<file path="config.mk">
export PLATFORM = sky130hd
export DESIGN_NAME = afd_out_stage
export DESIGN_NICKNAME = d
export VERILOG_FILES = /design/src/hdl/afd_pkg.sv /design/src/hdl/afd_out_stage.sv
export VERILOG_INCLUDE_DIRS = /design/src /design/src/hdl
export SDC_FILE = /design/constraint.sdc
export NUM_CORES = 1
export LEC_CHECK = 0
export BUFFER_PORTS_ARGS = -buffer_cell sky130_fd_sc_hd__buf_2
export CORE_MARGIN = 2
export CORE_UTILIZATION = 51
export DETAILED_ROUTE_END_ITERATION = 12
export PLACE_DENSITY = 0.89
export SLEW_MARGIN = 20
export SYNTH_ARGS = -nofsm -noshare
export SYNTH_HDL_FRONTEND = slang
export SYNTH_SLANG_ARGS = --single-unit
</file>
<file path="constraint.sdc">
create_clock -name clk -period 3.6 [get_ports clk]
set_clock_uncertainty 0.2 [all_clocks]
set_input_delay 0.54 -clock clk [delete_from_list [all_inputs] [get_ports clk]]
set_output_delay 0.54 -clock clk [all_outputs]
set_load 0.02 [all_outputs]
</file>
<file path="src/hdl/addressed_frame_deframer_crc16_core_macros.svh">
// Assertion macros shared by the deframer modules.
// Needs clk and rst_n in the scope of each use; no other dependencies.
`ifndef ADDRESSED_FRAME_DEFRAMER_CRC16_CORE_MACROS_SVH
`define ADDRESSED_FRAME_DEFRAMER_CRC16_CORE_MACROS_SVH

// Same-cycle implication, disabled during reset
`define AFD_ASSERT_NOW(lbl, ante, cons) \
    lbl: assert property (@(posedge clk) disable iff (!rst_n) (ante) |-> (cons)) \
        else $error("deframer assertion failed");

// Next-cycle implication, disabled during reset
`define AFD_ASSERT_NEXT(lbl, ante, cons) \
    lbl: assert property (@(posedge clk) disable iff (!rst_n) (ante) |=> (cons)) \
        else $error("deframer assertion failed");

`endif

</file>
<file path="src/hdl/afd_pkg.sv">
// Shared types, codes, constants and the CRC-16 byte update for the deframer.
// No dependencies.
package afd_pkg;

    // Default payload buffer depth in bytes
    localparam int BUF_DEPTH_DEF = 1024;

    // Width used to compare counts against the buffer depth (depth up to 65536)
    localparam int EXT_W = 17;

    localparam logic [7:0]  SYNC_BYTE      = 8'h42;
    localparam logic [7:0]  BROADCAST_ADDR = 8'hFF;
    localparam logic [15:0] CRC_POLY       = 16'h1021;
    localparam logic [7:0]  STATION_RESET  = 8'd20;

    // Word widths on the stream ports
    localparam int IN_DATA_W  = 24;
    localparam int OUT_DATA_W = 48;

    typedef enum logic [2:0] {
        PH_HUNT   = 3'd0,
        PH_ADDR   = 3'd1,
        PH_LEN_LO = 3'd2,
        PH_LEN_HI = 3'd3,
        PH_TYPE   = 3'd4,
        PH_DATA   = 3'd5,
        PH_CRC_LO = 3'd6,
        PH_CRC_HI = 3'd7
    } phase_t;

    typedef enum logic [1:0] {
        ST_OK         = 2'd0,
        ST_OTHER_ADDR = 2'd1,
        ST_CRC_ERR    = 2'd2,
        ST_OVERLONG   = 2'd3
    } status_t;

    localparam logic KIND_REPORT = 1'b0;
    localparam logic KIND_READ   = 1'b1;

    localparam logic CMD_LINE = 1'b0;
    localparam logic CMD_READ = 1'b1;

    // One result in flight between parser and output stage
    typedef struct packed {
        logic        kind;
        status_t     status;
        logic [7:0]  address;
        logic [7:0]  ftype;
        logic [15:0] length;
        logic        rd_zero;   // read outside the buffer returns 0
    } afd_item_t;

    // Payload RAM access request
    typedef struct packed {
        logic wr_en;
        logic rd_en;
    } afd_ram_ctl_t;

    // CRC-16, poly 0x1021, MSB first, one byte
    function automatic logic [15:0] crc16_byte(input logic [15:0] crc, input logic [7:0] data);
        logic [15:0] c;
        logic [7:0]  d;
        logic        top;
        c = crc;
        d = data;
        for (int i = 0; i < 8; i++)
        begin
            top = c[15] ^ d[7];
            c   = {c[14:0], 1'b0};
            if (top)
            begin
                c = c ^ CRC_POLY;
            end
            d = {d[6:0], 1'b0};
        end
        return c;
    endfunction

endpackage

</file>
<file path="src/hdl/afd_out_stage.sv">
// Result pipeline: RAM-aligned result stage and the master-side output register.
// Uses afd_pkg and the assertion macros header.
`include "addressed_frame_deframer_crc16_core_macros.svh"

module afd_out_stage (
    input  logic                               clk,
    input  logic                               rst_n,
    input  logic                               item_valid,
    input  afd_pkg::afd_item_t                 item,
    input  logic [7:0]                         ram_rdata,
    output logic                               in_ready,
    output logic                               m_axis_tvalid,
    input  logic                               m_axis_tready,
    output logic [afd_pkg::OUT_DATA_W-1:0]     m_axis_tdata,
    output logic                               m_axis_tuser
);
    import afd_pkg::*;

    afd_item_t              s1_item_reg;
    logic                   s1_valid_reg, s1_valid_next;
    logic                   out_valid_reg, out_valid_next;
    logic [OUT_DATA_W-1:0]  out_data_reg;
    logic                   out_kind_reg;
    logic                   adv;
    logic [7:0]             rd_byte;

    // stage 1 moves on when the output register is free or being taken
    assign adv      = s1_valid_reg && (!out_valid_reg || m_axis_tready);
    assign in_ready = !s1_valid_reg || adv;
    assign rd_byte  = (s1_item_reg.kind == KIND_READ && !s1_item_reg.rd_zero) ? ram_rdata : 8'h00;

    // valid flags
    always_comb
    begin
        s1_valid_next = s1_valid_reg;
        if (item_valid)
        begin
            s1_valid_next = 1'b1;
        end
        else if (adv)
        begin
            s1_valid_next = 1'b0;
        end

        out_valid_next = out_valid_reg;
        if (adv)
        begin
            out_valid_next = 1'b1;
        end
        else if (m_axis_tready)
        begin
            out_valid_next = 1'b0;
        end
    end

    always_ff @(posedge clk or negedge rst_n)
    begin
        if (!rst_n)
        begin
            s1_valid_reg  <= 1'b0;
            out_valid_reg <= 1'b0;
        end
        else
        begin
            s1_valid_reg  <= s1_valid_next;
            out_valid_reg <= out_valid_next;
        end
    end

    // stage 1 payload, lines up with the RAM read data
    always_ff @(posedge clk)
    begin
        if (item_valid)
        begin
            s1_item_reg <= item;
        end
    end

    // output word
    always_ff @(posedge clk)
    begin
        if (adv)
        begin
            out_kind_reg <= s1_item_reg.kind;
            out_data_reg <= {6'b000000, rd_byte, s1_item_reg.length, s1_item_reg.ftype,
                             s1_item_reg.address, s1_item_reg.status};
        end
    end

    assign m_axis_tvalid = out_valid_reg;
    assign m_axis_tdata  = out_data_reg;
    assign m_axis_tuser  = out_kind_reg;

    `AFD_ASSERT_NEXT(a_s1_kept, s1_valid_reg && !adv, s1_valid_reg)
    `AFD_ASSERT_NOW(a_stall_means_full, !in_ready, s1_valid_reg && out_valid_reg)
    `AFD_ASSERT_NOW(a_item_when_ready, item_valid, in_ready)
    `AFD_ASSERT_NEXT(a_adv_fills_out, adv, out_valid_reg)

endmodule

</file>
==> flow_summary_export.csv <==
group,metric,value,unit
outcome,outcome,"finished, final reports clean",
layout,areaGrowthSynthToFinish,30.6,%
cts,post_cts_resized,0,
placement,routabilityCongestion,0.732,
setup_path,end_kind,"output port",
synthesis,synth.distinct_cells,10,
worst_hold_path,min_from,"item[27]",
power,p_seq_share,53.9,%
layout,seq_area,2420,µm²
synthesis,ys_seq_area_share,94.2,%
sta,hold_viol,0,
worst_hold_path,hold-path-endpoint,"s1_item_reg[27]",
layout,drive_gt1_share,51.4,%
cts,cts_made_buffers,9,
global_route,antenna_found_initial,0,
routing,first_pass_iters,3,
sta,max_freq,533,MHz
power,power.density,633,nW/µm²
setup_path,crit-reg2reg-capture,"m_axis_tdata[3]",
layout,fillers,307,
cts,cts.sink_count,81,
placement,io_buffers,92,
routing,viasPerCell,4.37,
setup_path,r2r-start,"m_axis_tvalid",
setup_path,cp-start-kind,"register",
global_route,overflow,0,
floorplanning,fp.dieW,75.0,µm
routing,drtIter0Drc,50,
placement,placed_cells,261,
global_route,grt_pass1_wl,5.60,mm
worst_hold_path,whs_path_depth,1,
routing,routed_wl,3.84,mm
routing,wl_per_cell,13.9,µm
power,leakagePower,1.35,nW
synthesis,synth-seq-cells,81,
worst_hold_path,hold_class,"input port to register",
layout,largest_register_ffs,42,
synthesis,yosysWarnings,0,
setup_path,cp.arrival,1.14,ns
sta,holdWs,0.172,ns
sta,tns,0,ns
sta,tightest_slew,0.931,ns
global_route,grt_pass1_vias,1192,
sta,rsz0062_at_grt,"no",
setup_path,required,2.86,ns
power,p_sw,0.000419,W
sta,relSlewSlack,37.9,%
floorplanning,start_util,53.7,%
power,pwr-share-clk,38.7,%
power,swShare,19.7,%
layout,antenna_cells,0,
power,peakVddDrop,0.566,mV
setup_path,rrSetupSlack,1.74,ns
layout,layout_commonest_cell,"buf_2",
sta,finalCritPeriodShare,52.1,%
synthesis,synth_area,2570,µm²
layout,layout_common_cells,"92 x buf_2, 79 x edfxtp_1, 9 x clkbuf_8, 8 x and2_1, 6 x conb_1",
layout,fin_nets,254,
cts,clockBufferDepth,2,
floorplanning,num_rows,25,
cts,worstSkewPairLatency,0.34,ns
cts,cts.clk_slew.worst_paths,0.08,ns
floorplanning,fp.dieH,75.0,µm
global_route,grt_max_degree,44,
cts,htreeDepth,3,
sta,slew_viol_final,0,
synthesis,synth_cells,103,
cts,cts_root_buf,"clkbuf_8",
floorplanning,die_area,5630,µm²
floorplanning,boundaryPins,99,
cts,tritoncts,"built",
layout,multi_input_area,124,µm²
sta,fin_crit,1.88,ns
routing,drcViolationCount,0,
power,internal_power,0.00171,W
power,comb_power_share,7.4,%
floorplanning,coreArea,4790,µm²
routing,ant_nets,0,
routing,vias,1211,
sta,setup-violations-final,0,
run,maxCapViolCount,0,
setup_path,crit_type,"register to output port",
cts,cts-hold-fix-buffers,1,
setup_path,r2r_cells,2,
cts,cts_setup_buffers,0,
layout,instances_no_fill,277,
synthesis,syn_avg_cell_area,25.0,µm²
setup_path,critPathMaxFanout,3,
global_route,grt_usage,14.9,%
## critical path: stages, from the launching register on
cell	delay (ns)
dfrtp_1	0.35
nor2b_1	0.20
nand2_1	0.08
buf_2	0.16
## power groups by stage
| stage | Sequential (W) | Clock (W) | Combinational, W |
|---|---|---|---|
| 2_1_floorplan | 0.00122 | 0 | 0.0000325 |
| 3_3_place_gp | 0.00116 | 0 | 0.000154 |
| 3_5_place_dp | 0.00117 | 0 | 0.000158 |
| 4_1_cts | 0.00115 | 0.000837 | 0.000160 |
| 5_1_grt | 0.00115 | 0.000868 | 0.000171 |
| 6_report | 0.00114 | 0.000822 | 0.000157 |
## through the flow
step | total power, W | instance area (µm²) | utilization (%) | setup WS (ns)
detailed placement | 0.00132 | 3090 | 64.6 | 1.47
finish | 0.00212 | 3360 | 70.1 | 1.72
global placement | 0.00132 | 3090 | 64.6 | 1.51
CTS | 0.00214 | 3360 | 70.1 | 1.70
global route | 0.00219 | 3360 | 70.1 | 1.63
floorplan | 0.00125 | 2590 | - | 1.30
## Yosys cell counts
master	count	area share, %
nor2b_1	1	0.24
and2_1	9	2.2
a21o_1	1	0.29
conb_1	1	0.15
nand2b_1	2	0.49
nor2b_4	1	0.54
buf_4	6	1.8
edfxtp_1	79	92
nand2_1	1	0.15
dfrtp_1	2	1.9
## how the worst max path moves through the flow
stage / end / depth (start not counted) / start
after floorplan: m_axis_tdata[0] / 2 / m_axis_tready
after global placement: m_axis_tdata[3] / 3 / m_axis_tready
after CTS: in_ready / 3 / m_axis_tvalid
final: in_ready / 3 / m_axis_tvalid
after global routing: m_axis_tdata[3] / 2 / m_axis_tvalid
after detailed placement: m_axis_tdata[10] / 3 / m_axis_tready
## layout make-up
type / instances / share of cell area, %
flip-flops and latches: 81 / 72.2
repair buffers: 93 / 14.0
clock inverters: 5 / 3.84
clock buffers: 10 / 3.80
multi-input cells: 21 / 3.69
well taps: 67 / 2.50
## kinds of logic after synthesis
family,after synthesis,share of synthesized area [%]
other,1,0.146
flip-flops,81,94.2
AO/OA/AOI/OAI,1,0.292
AND/OR/NAND/NOR,14,3.60
buffers and inverters,6,1.75
## routing by layer
| metal | share of wire (%) | GRT usage [%] | vias to the layer above |
|---|---|---|---|
| li1 | - | - | 584 |
| met1 | 33 | 14.6 | 544 |
| met2 | 51 | 24.5 | 72 |
| met3 | 13 | 8.03 | 11 |
| met4 | 2.4 | 9.52 | 0 |
| met5 | 0 | 0 | - |
(Power assumes the default switching activity.)
