===== src/hdl/addressed_frame_deframer_crc16_core_macros.svh =====
// Assertion macros shared by the deframer modules.
// Needs clk and rst_n in the scope of each use; no other dependencies.
`ifndef ADDRESSED_FRAME_DEFRAMER_CRC16_CORE_MACROS_SVH
`define ADDRESSED_FRAME_DEFRAMER_CRC16_CORE_MACROS_SVH

// Same-cycle implication, disabled during reset
`define AFD_ASSERT_NOW(lbl, ante, cons) \
    lbl: assert property (@(posedge clk) disable iff (!rst_n) (ante) |-> (cons)) \
        else $error("deframer assertion failed");

// Next-cycle implication, disabled during reset
`define AFD_ASSERT_NEXT(lbl, ante, cons) \
    lbl: assert property (@(posedge clk) disable iff (!rst_n) (ante) |=> (cons)) \
        else $error("deframer assertion failed");

`endif


===== src/hdl/afd_pkg.sv =====
// Shared types, codes, constants and the CRC-16 byte update for the deframer.
// No dependencies.
package afd_pkg;

    // Default payload buffer depth in bytes
    localparam int BUF_DEPTH_DEF = 1024;

    // Width used to compare counts against the buffer depth (depth up to 65536)
    localparam int EXT_W = 17;

    localparam logic [7:0]  SYNC_BYTE      = 8'h42;
    localparam logic [7:0]  BROADCAST_ADDR = 8'hFF;
    localparam logic [15:0] CRC_POLY       = 16'h1021;
    localparam logic [7:0]  STATION_RESET  = 8'd20;

    // Word widths on the stream ports
    localparam int IN_DATA_W  = 24;
    localparam int OUT_DATA_W = 48;

    typedef enum logic [2:0] {
        PH_HUNT   = 3'd0,
        PH_ADDR   = 3'd1,
        PH_LEN_LO = 3'd2,
        PH_LEN_HI = 3'd3,
        PH_TYPE   = 3'd4,
        PH_DATA   = 3'd5,
        PH_CRC_LO = 3'd6,
        PH_CRC_HI = 3'd7
    } phase_t;

    typedef enum logic [1:0] {
        ST_OK         = 2'd0,
        ST_OTHER_ADDR = 2'd1,
        ST_CRC_ERR    = 2'd2,
        ST_OVERLONG   = 2'd3
    } status_t;

    localparam logic KIND_REPORT = 1'b0;
    localparam logic KIND_READ   = 1'b1;

    localparam logic CMD_LINE = 1'b0;
    localparam logic CMD_READ = 1'b1;

    // One result in flight between parser and output stage
    typedef struct packed {
        logic        kind;
        status_t     status;
        logic [7:0]  address;
        logic [7:0]  ftype;
        logic [15:0] length;
        logic        rd_zero;   // read outside the buffer returns 0
    } afd_item_t;

    // Payload RAM access request
    typedef struct packed {
        logic wr_en;
        logic rd_en;
    } afd_ram_ctl_t;

    // CRC-16, poly 0x1021, MSB first, one byte
    function automatic logic [15:0] crc16_byte(input logic [15:0] crc, input logic [7:0] data);
        logic [15:0] c;
        logic [7:0]  d;
        logic        top;
        c = crc;
        d = data;
        for (int i = 0; i < 8; i++)
        begin
            top = c[15] ^ d[7];
            c   = {c[14:0], 1'b0};
            if (top)
            begin
                c = c ^ CRC_POLY;
            end
            d = {d[6:0], 1'b0};
        end
        return c;
    endfunction

endpackage


===== src/hdl/afd_parser.sv =====
// Frame parser: phase tracking, header capture, running CRC, status and RAM requests.
// Uses afd_pkg and the assertion macros header.
`include "addressed_frame_deframer_crc16_core_macros.svh"

module afd_parser #(
    parameter int BUF_DEPTH = afd_pkg::BUF_DEPTH_DEF,
    parameter int AW        = $clog2(afd_pkg::BUF_DEPTH_DEF)
) (
    input  logic                  clk,
    input  logic                  rst_n,
    input  logic                  cfg_we,
    input  logic [7:0]            cfg_wdata,
    input  logic                  in_fire,
    input  logic                  cmd,
    input  logic [7:0]            rx_byte,
    input  logic [9:0]            read_index,
    output logic                  item_valid,
    output afd_pkg::afd_item_t    item,
    output afd_pkg::afd_ram_ctl_t ram_ctl,
    output logic [AW-1:0]         ram_addr,
    output logic [7:0]            ram_wdata
);
    import afd_pkg::*;

    localparam logic [EXT_W-1:0] DEPTH_W = EXT_W'(BUF_DEPTH);

    phase_t      phase_reg,   phase_next;
    logic [7:0]  station_reg;
    logic [7:0]  addr_reg,    addr_next;
    logic [15:0] length_reg,  length_next;
    logic [7:0]  type_reg,    type_next;
    logic [15:0] count_reg,   count_next;
    logic [15:0] crc_reg,     crc_next;
    logic [7:0]  crc_lo_reg,  crc_lo_next;

    logic [15:0]      crc_upd;
    logic [15:0]      count_inc;
    logic [15:0]      rx_crc;
    logic [EXT_W-1:0] count_w;
    logic [EXT_W-1:0] rd_idx_w;
    logic             rd_in_range;
    logic             line_fire;

    assign line_fire   = in_fire && (cmd == CMD_LINE);
    assign crc_upd     = crc16_byte(crc_reg, rx_byte);
    assign count_inc   = count_reg + 16'd1;
    assign rx_crc      = {rx_byte, crc_lo_reg};
    assign count_w     = {1'b0, count_reg};
    assign rd_idx_w    = {{(EXT_W-10){1'b0}}, read_index};
    assign rd_in_range = rd_idx_w < DEPTH_W;

    // station address register
    always_ff @(posedge clk or negedge rst_n)
    begin
        if (!rst_n)
        begin
            station_reg <= STATION_RESET;
        end
        else if (cfg_we)
        begin
            station_reg <= cfg_wdata;
        end
    end

    // parser state registers
    always_ff @(posedge clk or negedge rst_n)
    begin
        if (!rst_n)
        begin
            phase_reg  <= PH_HUNT;
            addr_reg   <= '0;
            length_reg <= '0;
            type_reg   <= '0;
            count_reg  <= '0;
            crc_reg    <= '0;
            crc_lo_reg <= '0;
        end
        else
        begin
            phase_reg  <= phase_next;
            addr_reg   <= addr_next;
            length_reg <= length_next;
            type_reg   <= type_next;
            count_reg  <= count_next;
            crc_reg    <= crc_next;
            crc_lo_reg <= crc_lo_next;
        end
    end

    // next state, result and RAM request
    always_comb
    begin
        phase_next  = phase_reg;
        addr_next   = addr_reg;
        length_next = length_reg;
        type_next   = type_reg;
        count_next  = count_reg;
        crc_next    = crc_reg;
        crc_lo_next = crc_lo_reg;

        item_valid    = 1'b0;
        item.kind     = KIND_REPORT;
        item.status   = ST_OK;
        item.address  = addr_reg;
        item.ftype    = type_reg;
        item.length   = length_reg;
        item.rd_zero  = 1'b0;
        ram_ctl.wr_en = 1'b0;
        ram_ctl.rd_en = 1'b0;
        ram_addr      = count_w[AW-1:0];
        ram_wdata     = rx_byte;

        if (in_fire && (cmd == CMD_READ))
        begin
            // buffer read: header fields go out as zero
            item_valid    = 1'b1;
            item.kind     = KIND_READ;
            item.address  = '0;
            item.ftype    = '0;
            item.length   = '0;
            item.rd_zero  = !rd_in_range;
            ram_ctl.rd_en = rd_in_range;
            ram_addr      = rd_idx_w[AW-1:0];
        end
        else if (line_fire)
        begin
            case (phase_reg)
                PH_HUNT:
                begin
                    if (rx_byte == SYNC_BYTE)
                    begin
                        crc_next   = crc16_byte(16'h0000, rx_byte);
                        phase_next = PH_ADDR;
                    end
                end
                PH_ADDR:
                begin
                    addr_next  = rx_byte;
                    crc_next   = crc_upd;
                    phase_next = PH_LEN_LO;
                end
                PH_LEN_LO:
                begin
                    length_next = {8'h00, rx_byte};
                    crc_next    = crc_upd;
                    phase_next  = PH_LEN_HI;
                end
                PH_LEN_HI:
                begin
                    length_next = {rx_byte, length_reg[7:0]};
                    crc_next    = crc_upd;
                    phase_next  = PH_TYPE;
                end
                PH_TYPE:
                begin
                    type_next  = rx_byte;
                    crc_next   = crc_upd;
                    count_next = '0;
                    phase_next = (length_reg != 16'd0) ? PH_DATA : PH_CRC_LO;
                end
                PH_DATA:
                begin
                    // bytes past the buffer are counted and hashed only
                    crc_next      = crc_upd;
                    ram_ctl.wr_en = count_w < DEPTH_W;
                    count_next    = count_inc;
                    if (count_inc >= length_reg)
                    begin
                        phase_next = PH_CRC_LO;
                    end
                end
                PH_CRC_LO:
                begin
                    crc_lo_next = rx_byte;
                    phase_next  = PH_CRC_HI;
                end
                PH_CRC_HI:
                begin
                    item_valid = 1'b1;
                    if (addr_reg != station_reg && addr_reg != BROADCAST_ADDR)
                    begin
                        item.status = ST_OTHER_ADDR;
                    end
                    else if (rx_crc != crc_reg)
                    begin
                        item.status = ST_CRC_ERR;
                    end
                    else if ({1'b0, length_reg} > DEPTH_W)
                    begin
                        item.status = ST_OVERLONG;
                    end
                    phase_next = PH_HUNT;
                end
                default:
                begin
                    phase_next = PH_HUNT;
                end
            endcase
        end
    end

    `AFD_ASSERT_NOW(a_wr_only_in_data, ram_ctl.wr_en, line_fire && phase_reg == PH_DATA)
    `AFD_ASSERT_NOW(a_one_ram_access, ram_ctl.wr_en || ram_ctl.rd_en, !(ram_ctl.wr_en && ram_ctl.rd_en))
    `AFD_ASSERT_NOW(a_item_needs_fire, item_valid, in_fire)
    `AFD_ASSERT_NEXT(a_report_rearms, line_fire && phase_reg == PH_CRC_HI, phase_reg == PH_HUNT)

endmodule


===== config.mk =====
export PLATFORM = sky130hd
export DESIGN_NAME = afd_parser
export DESIGN_NICKNAME = d
export VERILOG_FILES = /design/src/hdl/afd_pkg.sv /design/src/hdl/afd_parser.sv
export VERILOG_INCLUDE_DIRS = /design/src /design/src/hdl
export SDC_FILE = /design/constraint.sdc
export NUM_CORES = 1
export LEC_CHECK = 0
export ABC_AREA = 1
export BUFFER_PORTS_ARGS = -buffer_cell sky130_fd_sc_hd__buf_4
export CAP_MARGIN = 20
export CELL_PAD_IN_SITES_DETAIL_PLACEMENT = 0
export CELL_PAD_IN_SITES_GLOBAL_PLACEMENT = 1
export CORE_MARGIN = 10
export CORE_UTILIZATION = 44
export DETAILED_ROUTE_END_ITERATION = 10
export GPL_TIMING_DRIVEN = 0
export PLACE_DENSITY = 0.94
export SETUP_SLACK_MARGIN = 0.2
export SYNTH_ARGS = -nofsm -noshare
export SYNTH_HDL_FRONTEND = slang
export SYNTH_SLANG_ARGS = --single-unit

===== constraint.sdc =====
create_clock -name clk -period 3 [get_ports clk]
set_input_delay 0.45 -clock clk [delete_from_list [all_inputs] [get_ports clk]]
set_output_delay 0.45 -clock clk [all_outputs]
set_load 0.01 [all_outputs]

==> results of run 1 <==
==> where the power goes <==
| part | leakage, nW | internal, mW | switching (mW) |
|---|---|---|---|
| logic | 2.24 | 1.32 | 1.95 |
| registers | 1.02 | 1.57 | 0.409 |
| clock network | 0.155 | 0.679 | 0.501 |
==> what timing repair did <==
| item | 4_1_cts | 5_1_grt |
|---|---|---|
| hold endpoints to repair | 0 | 16 |
| resized for setup | 0 | 2 |
| hold buffers | 0 | 1 |
| setup endpoints to repair | 0 | 3 |
==> final cells by class <==
| type | instances | area [um^2] | area share (%) |
|---|---|---|---|
| multi-input cells | 539 | 2730 | 40.9 |
| flip-flops and latches | 83 | 2080 | 31.2 |
| repair buffers | 80 | 623 | 9.35 |
| inverters | 116 | 442 | 6.63 |
| plain buffers | 36 | 269 | 4.04 |
| clock buffers | 10 | 239 | 3.59 |
| well taps | 168 | 210 | 3.15 |
| clock inverters | 6 | 72.6 | 1.09 |
==> per-stage QoR <==
| step | power, mW | instances | setup slack [ns] | util [%] |
|---|---|---|---|---|
| floorplan | 4.22 | 774 | 0.925 | - |
| global placement | 5.14 | 1020 | 0.493 | 52.0 |
| detailed placement | 5.20 | 1020 | 0.485 | 52.0 |
| CTS | 6.41 | 1036 | 0.467 | 54.6 |
| global route | 7.06 | 1038 | 0.256 | 55.0 |
| finish | 6.43 | 1038 | 0.516 | 55.0 |
==> routing by layer <==
metal  share of wire, %  vias up
li1                   -     2611
met1                 49     2319
met2                 44      153
met3                5.7       20
met4                1.2        0
met5                  0        -
==> placed cells by master (no fill, tap or decap), drive strengths merged <==
| cell type | count |
|---|---|
| nor3 | 7 |
| o221ai | 1 |
| buf | 109 |
| o211ai | 3 |
| nor2 | 104 |
| o21ai | 82 |
| clkinv | 5 |
| dlygate4sd3 | 1 |
| dfstp | 2 |
| nand2 | 208 |
| ha | 17 |
| nand3 | 40 |
| inv | 116 |
| conb | 1 |
| bufinv | 1 |
| xnor2 | 8 |
| a21oi | 18 |
| nor4 | 1 |
| xor2 | 23 |
| o21bai | 2 |
| clkbuf | 16 |
| a21boi | 3 |
| dfrtp | 81 |
| nand4 | 15 |
| o22ai | 6 |
==> worst min path at each step <==
stage / depth (start not counted) / end / start
final: 3 / station_reg[3]$_DFFE_PN0P_ / cfg_wdata[3]
after global routing: 3 / station_reg[3]$_DFFE_PN0P_ / cfg_wdata[3]
after CTS: 3 / station_reg[3]$_DFFE_PN0P_ / cfg_wdata[3]
after detailed placement: 2 / type_reg[7]$_DFFE_PN0P_ / type_reg[7]$_DFFE_PN0P_
after global placement: 2 / type_reg[2]$_DFFE_PN0P_ / type_reg[2]$_DFFE_PN0P_
after floorplan: 0 / addr_reg[0]$_DFFE_PN0P_ / rst_n
==> kinds of logic (layout without fill, tap and decap cells) <==
kind of cell	Yosys count	in the layout	synth area share, %
adder cells (fa/ha/maj)	17	17	3.86
AND/OR/NAND/NOR	375	375	29.1
buffers and inverters	152	248	12.9
XOR/XNOR	31	31	5.07
other	1	1	0.0681
flip-flops	83	83	37.8
AO/OA/AOI/OAI	115	115	11.2
==> Yosys cell counts (5+ instances only) <==
cell type / number / area share (%)
o22ai_1: 6 / 0.68
inv_1: 101 / 6.9
xor2_1: 22 / 3.5
o21ai_1: 9 / 0.82
nand4_1: 15 / 1.7
buf_4: 16 / 2.2
buf_2: 5 / 0.45
clkbuf_1: 6 / 0.41
nor2_4: 5 / 1.0
xnor2_1: 8 / 1.3
buf_6: 9 / 1.8
o21ai_0: 73 / 6.6
inv_2: 11 / 0.75
dfrtp_1: 81 / 37
nand3_1: 37 / 3.4
nand2_1: 204 / 14
ha_1: 17 / 3.9
a21oi_1: 17 / 1.5
nor2_1: 97 / 6.6
==> worst reg2reg max path, stage by stage, from the launching register on <==
cell and delay (ns):
dfrtp_1 0.47, ha_4 0.22, nand2_1 0.05, nor2_1 0.31, nand4_1 0.14, nand2_1 0.12
inv_1 0.05, ha_1 0.26, nand2_1 0.06, nor3_1 0.28, nand2_1 0.09, nand2_1 0.11
nand2_1 0.09, nand2_1 0.06, nand2_1 0.05
==> impl_metrics.toml, run 1 <==
[drt]
drt_pre_antenna_iters = 5
drt-initial-drc-count = 416
ant_nets = 0
viasPerCell = 4.92
routedWlPerCell_um = 14.8
via_count = 5103
totalWireLength_um = 15300
drc = 0

[synth]
synth-seq-area-share_pct = 37.8
synth_warnings = 0
avgSynthCellArea_um2 = 7.11
synth_ff_type = "dfrtp_1"
ys_async_sr_fraction_pct = 100
ys_types = 38
synth_edf_count = 0
synth.cell_area_mm2 = 0.00551
syn_nets = 822
netlist_instances = 774
ys_ff_latch = 83

[critical_path]
reg2reg_slack_ns = 0.52
r2r-end = "phase_reg[2]$_DFFE_PN0P_"
rr_worst_depth = 14
cp.required_ns = 3.24
worstPathCellList = "ha_4 -> nand2_1 -> nor2_1 -> nand4_1 -> nand2_1 -> inv_1 -> ha_1 -> nand2_1 -> nor3_1 -> nand2_1 -> nand2_1 -> nand2_1 -> nand2_1 -> nand2_1"
cpMostUsedCell = "nand2_1"
cp-end-kind = "flop"
crit_type = "reg2reg"
path_max_fanout = 5
crit_cells = 14
worstPathBufferInverterCount = 1
path_delay_family = "simple AND/OR/NAND/NOR gates"
max_stage_delay_ns = 0.47
crit_slowest_cell = "dfrtp_1"
rr_startpoint = "count_reg[0]$_DFFE_PN0P_"
worstSetupStartpoint = "count_reg[0]$_DFFE_PN0P_"
worstSetupEndpoint = "phase_reg[2]$_DFFE_PN0P_"
cp.arrival_ns = 2.72
cp-start-kind = "flop"

[floorplan]
die-area_mm2 = 0.0174
initial_core_util_pct = 45.5
die_height_um = 132
die_x_um = 132
design.core.area_mm2 = 0.0121
rows = 40
ios = 88

[sta]
tightest_slew_ns = 0.569
rsz0062_at_grt = "no"
min_period_over_period_pct = 82.8
holdWs_ns = 0.307
period_needed_ns = 2.48
final_hold_viol_count = 0
clock_skew_ns = 0.00711
setup_violations = 0
clock.fmax_ghz = 0.403
slew_violations = 0
max_slew_margin_pct = 62.1
tns_ns = 0

[min_path]
min_path_type = "in2reg"

[job]
timing.max_cap.violations = 0

[place]
post-dp-hpwl_um = 11500
dpl-instance-area_mm2 = 0.00630
gp_congestion = 0.876
port_buffers = 78

[final_layout]
stdcell_area_mm2 = 0.00666
layout-drive-gt1-share_pct = 18.6
n_fill_cell = 1219
syn_to_final_growth_pct = 21.0
fin_nets = 913
antenna_cells = 0

[global_routing]
use_met2_pct = 26.9
grt_pass1_wl_um = 25300
grt_start_max_net_pins = 84
grt_busiest_layer = "met2"
grt_remaining_overflow = 0
antenna_found_initial = 0
first_global_vias = 4978
track_usage_pct = 17.5
use_met1_pct = 24.5
met3_usage_pct = 3.09

[clock_network]
htreeDepth = 3
clock_latency_ns = 0.35
postCtsSetupRepairBufs = 0
cts_inserted_buffers = 9
cts_tree = "yes"
clk_pin_slew_ns = 0.06
clockBufferDepth = 2
cts_root_buf = "clkbuf_16"
cts_sinks = 83

[power]
ir_worst_vdd_uv = 471
p_leak_nw = 3.41
p_per_area_mw_per_mm2 = 965

[status]
status = "complete, no violations"
Note: power is estimated with default switching activity, not from simulation.
==> run 2: changes to the inputs <==
--- a/config.mk
+++ b/config.mk
@@ -6,7 +6,7 @@
 export SDC_FILE = /design/constraint.sdc
 export NUM_CORES = 1
 export LEC_CHECK = 0
-export ABC_AREA = 1
+export ABC_AREA = 0
 export BUFFER_PORTS_ARGS = -buffer_cell sky130_fd_sc_hd__buf_4
 export CAP_MARGIN = 20
 export CELL_PAD_IN_SITES_DETAIL_PLACEMENT = 0
@@ -15,7 +15,7 @@
 export CORE_UTILIZATION = 44
 export DETAILED_ROUTE_END_ITERATION = 10
 export GPL_TIMING_DRIVEN = 0
-export PLACE_DENSITY = 0.94
+export PLACE_DENSITY = 0.9
 export SETUP_SLACK_MARGIN = 0.2
 export SYNTH_ARGS = -nofsm -noshare
 export SYNTH_HDL_FRONTEND = slang
==> constraint.sdc (replaced) <==
create_clock -name clk -period 2.6 [get_ports clk]
set_input_delay 0.39 -clock clk [delete_from_list [all_inputs] [get_ports clk]]
set_output_delay 0.39 -clock clk [all_outputs]
set_load 0.01 [all_outputs]
==> run 2 against run 1 <==
Effect of this change: register-to-register slack worse by 0.47 ns; largest cell class unchanged; non-clock buffer count up 30; fmax down 2.6%; largest power group unchanged; hold slack worse by 0.026 ns; core utilization up 1.6 points.
==> impl_metrics.toml, run 2 <==
[sta]
holdWs_ns = 0.281
rsz0062_at_grt = "yes"
setup_violations = 0
clock_skew_ns = 0.00497
tightest_slew_ns = 0.799
min_period_over_period_pct = 98.1
slew_violations = 0
max_slew_margin_pct = 46.8
setup_slack_ns = 0.0490
period_needed_ns = 2.55
clock.fmax_ghz = 0.392
final_hold_viol_count = 0

[drt]
totalWireLength_um = 14200
via_count = 4362
ant_nets = 0
routedWlPerCell_um = 17.2
drt_pre_antenna_iters = 4
drt-initial-drc-count = 246
drc = 0
viasPerCell = 5.27

[global_routing]
grt_remaining_overflow = 0
first_global_vias = 4598
track_usage_pct = 17.0
grt_pass1_wl_um = 22800
antenna_found_initial = 0
grt_start_max_net_pins = 84

[synth]
avgSynthCellArea_um2 = 9.42
ys_ff_latch = 83
synth_warnings = 0
ys_async_sr_fraction_pct = 100
ys_types = 58
synth.most_common_cell = "dfrtp_1"
synth_ff_type = "dfrtp_1"
synth_common_cells = "dfrtp_1, nand2_1, nor2_1"
synth-seq-area-share_pct = 39.3
yosysTopAreaCell = "dfrtp_1"
synthDominantCellAreaShare_pct = 38.3
synth_area_leaders = "dfrtp_1, mux2_2, xnor2_1, xor2_1, nand2_1"
synth.cell_area_mm2 = 0.00529
syn_nets = 610
netlist_instances = 562
synth_edf_count = 0

[floorplan]
die_height_um = 130
initial_core_util_pct = 44.4
die-area_mm2 = 0.0168
ios = 88
design.core.area_mm2 = 0.0119
rows = 40
die_x_um = 130

[final_layout]
final_cell_mix = "buf_4, dfrtp_1, nand2_1"
finish.utilization_pct = 56.6
final_common_cell = "buf_4"
fin_nets = 724
antenna_cells = 0
layout-drive-gt1-share_pct = 34.2
syn_to_final_growth_pct = 27.4

[clock_network]
clk_pin_slew_ns = 0.07
cts_tree = "yes"
cts_root_buf = "clkbuf_16"
cts_inserted_buffers = 9
cts_sinks = 83
clock_latency_ns = 0.34
clockBufferDepth = 2
htreeDepth = 3

[power]
p_per_area_mw_per_mm2 = 1030
p_leak_nw = 3.06
ir_worst_vdd_uv = 672

[min_path]
min_path_type = "in2reg"

[job]
timing.max_cap.violations = 0

[critical_path]
cp.arrival_ns = 2.78
cp-end-kind = "flop"
path_max_fanout = 3
cp.required_ns = 2.83
cp-start-kind = "flop"
crit_type = "reg2reg"
reg2reg_slack_ns = 0.05

[place]
port_buffers = 77
pre_cts_slack_ns = -0.204
gp_congestion = 0.845
post-dp-hpwl_um = 10200

[status]
status = "complete, no violations"
==> run 2: cell types whose count changed in the layout (fill, tap and decap cells not counted), sizes merged, moves of 6 or more <==
cell	change
and2	+19
o21ai	-51
xnor2	+36
buf	+16
mux2	+47
clkbuf	+13
inv	-90
xor2	+6
nand2	-141
a21oi	+7
nor2	-56
nor4	+6
nand3	-32
==> run 2: power breakdown <==
part           total, mW  leakage (nW)  internal [mW]  switching [mW]
Clock               1.33         0.145          0.761           0.567
Combinational       3.43          1.88           1.71            1.72
Sequential          2.18          1.04           1.75           0.429
Total               6.94          3.06           4.22            2.72
==> run 2: layout make-up <==
cell class              instances  area [um^2]
repair buffers                103          800
clock inverters                 7         82.6
plain buffers                  43          293
clock buffers                   9          225
well taps                     147          184
fillers                      1071         5170
inverters                      22         82.6
multi-input cells             414         2990
flip-flops and latches         83         2080
==> run 2: metal layers <==
metal  routed length [um]  GRT usage (%)  up-vias
met3                 1050           4.49       15
met1                 6170           20.8     2103
met4                  210           6.08        0
met2                 6810           28.1      121
li1                     -              -     2123
met5                    0              0        -
==> run 2: path summary, 6_finish.rpt <==
path                       depth (start not counted)                       from                         end
max in group asynchronous                          3                      rst_n  station_reg[4]$_DFFE_PN1P_
max reg2reg                                       11   count_reg[2]$_DFFE_PN0P_    phase_reg[1]$_DFFE_PN0P_
max                                               11   count_reg[2]$_DFFE_PN0P_    phase_reg[1]$_DFFE_PN0P_
min reg2reg                                        2  length_reg[5]$_DFFE_PN0P_   length_reg[5]$_DFFE_PN0P_
min in group asynchronous                          2                      rst_n    count_reg[0]$_DFFE_PN0P_
min                                                2               cfg_wdata[2]  station_reg[2]$_DFFE_PN1P_
==> run 2: cells by family (layout without fill, tap and decap cells) <==
logic type	count (synthesis)	after routing	synth area share, %
other cells	1	1	0.0708
buf+inv	65	184	6.57
mux	47	47	10.1
xor+xnor	73	73	12.1
fa+ha+maj	17	17	4.02
compound gates	85	85	10.1
flops	83	83	39.3
simple gates	191	191	17.8
==> run 2: per-stage QoR <==
step / std cells / power [mW] / setup TNS, ns / instance area [um^2]
finish: 828 / 6.94 / 0 / 6740
CTS: 824 / 6.91 / 0 / 6660
global placement: 786 / 5.23 / -0.391 / 6060
floorplan: 562 / 4.40 / 0 / 5300
global route: 828 / 7.44 / -0.187 / 6740
detailed placement: 786 / 5.34 / -0.384 / 6060
==> run 2: critical path, cell delays in order, from the launching register on <==
cell and delay (ns):
dfrtp_1 0.34, buf_6 0.10, nand3_4 0.06, or3_4 0.38, nor3_2 0.17, xor2_1 0.26
ha_2 0.34, nand4_1 0.15, nor3_2 0.08, o311ai_2 0.09, o211ai_1 0.19, a32o_1 0.29
==> run 2: timing repair <==
| item | in CTS | in global routing |
|---|---|---|
| buffers inserted | 22 | 2 |
| hold buffers | 0 | 1 |
| pin swaps | 21 | 2 |
| gates resized for setup | 31 | 10 |
| hold endpoints to repair | 0 | 12 |
| setup endpoints to repair | 15 | 5 |
==> run 3: changes to the inputs <==
--- a/config.mk
+++ b/config.mk
@@ -6,16 +6,16 @@
 export SDC_FILE = /design/constraint.sdc
 export NUM_CORES = 1
 export LEC_CHECK = 0
-export ABC_AREA = 0
+export ABC_AREA = 1
 export BUFFER_PORTS_ARGS = -buffer_cell sky130_fd_sc_hd__buf_4
 export CAP_MARGIN = 20
 export CELL_PAD_IN_SITES_DETAIL_PLACEMENT = 0
 export CELL_PAD_IN_SITES_GLOBAL_PLACEMENT = 1
 export CORE_MARGIN = 10
-export CORE_UTILIZATION = 44
+export CORE_UTILIZATION = 41
 export DETAILED_ROUTE_END_ITERATION = 10
 export GPL_TIMING_DRIVEN = 0
-export PLACE_DENSITY = 0.9
+export PLACE_DENSITY = 0.89
 export SETUP_SLACK_MARGIN = 0.2
 export SYNTH_ARGS = -nofsm -noshare
 export SYNTH_HDL_FRONTEND = slang
==> run 3 against run 2 <==
Effect of this change: final area is 0.32% higher; count of clock-buffer cells in the layout stayed put; flip-flop and latch count stayed put; die area is 9.8% higher; clock skew is 0.0022 ns higher; hold slack worse by 0.033 ns; register-to-register slack better by 0.25 ns; largest cell class unchanged; largest power group unchanged; critical path depth is 2 higher.
==> impl_metrics.toml, run 3 (same netlist as run 1, synthesis figures left out) <==
[status]
status = "complete, no violations"

[drt]
via_count = 5074
wl_met2_um = 6770
topRoutingLayerUsed = "met4"
wl_met3_um = 922
drc = 0
wl_met1_um = 7570
drt_pre_antenna_iters = 5
drt-initial-drc-count = 472
routedWlPerCell_um = 14.7
viasPerCell = 4.84
ant_nets = 0
totalWireLength_um = 15500

[sta]
holdWs_ns = 0.248
max_slew_margin_pct = 63.6
clock_skew_ns = 0.00715
min_period_over_period_pct = 88.5
tightest_slew_ns = 0.545
slew_violations = 0
clock.fmax_ghz = 0.435
final_hold_viol_count = 0
tns_ns = 0
rsz0062_at_grt = "yes"
setup_violations = 0
period_needed_ns = 2.30

[critical_path]
path_max_fanout = 4
max_stage_delay_ns = 0.41
crit_slowest_cell = "dfrtp_1"
cp-end-kind = "flop"
crit_type = "reg2reg"
cp.arrival_ns = 2.54
cp-start-kind = "flop"
cp.required_ns = 2.84
worstPathCellList = "nand4_1 -> nor2_4 -> nand2_2 -> xor2_1 -> inv_1 -> ha_1 -> nand4_1 -> nor3_1 -> nand2_1 -> nand2_2 -> nand2_2 -> nand2_1 -> nand2_1"

[place]
dpl-instance-area_mm2 = 0.00631
gp_congestion = 0.898
post-dp-hpwl_um = 11600
port_buffers = 78

[final_layout]
finish.utilization_pct = 51.3
antenna_cells = 0
syn_to_final_growth_pct = 22.9
fin_nets = 915
stdcell_area_mm2 = 0.00677
final_common_cell = "nand2_1"
final_cell_mix = "nand2_1, inv_1, buf_4"
layout-drive-gt1-share_pct = 21.0

[floorplan]
die_x_um = 136
rows = 42
initial_core_util_pct = 41.7
die-area_mm2 = 0.0185
design.core.area_mm2 = 0.0132
die_height_um = 136
ios = 88

[clock_network]
htreeDepth = 3
clockBufferDepth = 2
clock_latency_ns = 0.35
cts_root_buf = "clkbuf_16"
cts_inserted_buffers = 9
cts_sinks = 83
clk_pin_slew_ns = 0.07
cts_tree = "yes"

[global_routing]
track_usage_pct = 17.0
grt_start_max_net_pins = 84
first_global_vias = 4867
grt_pass1_wl_um = 25300
antenna_found_initial = 0
grt_remaining_overflow = 0

[power]
clockPowerShare_pct = 17.9
p_seq_share_pct = 30.5
p_sw_mw = 3.36
switching_share_pct = 44.9
p_per_area_mw_per_mm2 = 1110
ir_worst_vdd_uv = 377
intPower_mw = 4.12
combinationalPowerShare_pct = 51.6
p_total_mw = 7.49
p_leak_nw = 3.41

[job]
timing.max_cap.violations = 0

[min_path]
min_path_type = "in2reg"
[run 3: cell count changes in the layout (fill, tap and decap cells not counted), moves of 36 or more]
cell and delta:
nor2_1 +48, mux2_2 -46, inv_1 +78, o21ai_0 +43, xnor2_1 -36, nand2_1 +136
[run 3: power groups by stage]
stage | logic (mW) | registers [mW] | clock network (mW)
after global routing | 4.44 | 2.37 | 1.42
final | 3.87 | 2.28 | 1.34
after floorplan | 2.70 | 2.17 | 0
after global placement | 3.69 | 2.27 | 0
after detailed placement | 3.75 | 2.28 | 0
after CTS | 3.80 | 2.27 | 1.36
[run 3: path summary, 6_finish.rpt]
check	from	endpoint	slack, ns	cells past startpoint
min in group asynchronous	rst_n	crc_reg[13]$_DFFE_PN0P_	0.44	2
max in group asynchronous	rst_n	count_reg[5]$_DFFE_PN0P_	1.51	3
hold / removal	cfg_we	station_reg[2]$_DFFE_PN1P_	0.25	2
hold reg to reg	type_reg[4]$_DFFE_PN0P_	type_reg[4]$_DFFE_PN0P_	0.49	2
setup / recovery	count_reg[3]$_DFFE_PN0P_	phase_reg[2]$_DFFE_PN0P_	0.30	13
setup reg to reg	count_reg[3]$_DFFE_PN0P_	phase_reg[2]$_DFFE_PN0P_	0.30	13
[run 3: per-layer routing]
metal  global-route usage, %  vias to the layer above
li1                        -                     2603
met1                    24.8                     2332
met2                    24.5                      126
met3                    3.28                       13
met4                    5.21                        0
met5                       0                        -
[run 3: through the flow]
stage / std cells / setup WS [ns]
floorplan: 774 / 0.525
global placement: 1028 / 0.0853
detailed placement: 1028 / 0.0844
CTS: 1044 / 0.228
global route: 1048 / 0.154
finish: 1048 / 0.299
[run 3: worst max-delay path, delay by kind of cell (launching register included)]
family                   cells  cell delay (ns)
adder cells (fa/ha/maj)      1             0.32
flip-flops                   1             0.41
buffers and inverters        1             0.07
AND/OR/NAND/NOR             10             1.22
XOR/XNOR                     1             0.20
[run 3: cell type report]
class	count	area, um^2
Buffer	36	269
Clock buffer	9	225
Clock inverter	7	81.3
Fill cell	1327	6420
Inverter	116	442
Multi-Input combinational cell	539	2800
Sequential cell	83	2090
Tap cell	176	220
Timing Repair Buffer	82	638
[run 3: timing repair]
| action | 4_1_cts | 5_1_grt |
|---|---|---|
| hold buffers | 0 | 1 |
| gates resized for setup | 5 | 21 |
| setup endpoints to repair | 3 | 6 |
| pin swaps | 0 | 5 |
| buffers inserted | 0 | 2 |
| hold endpoints to repair | 0 | 13 |
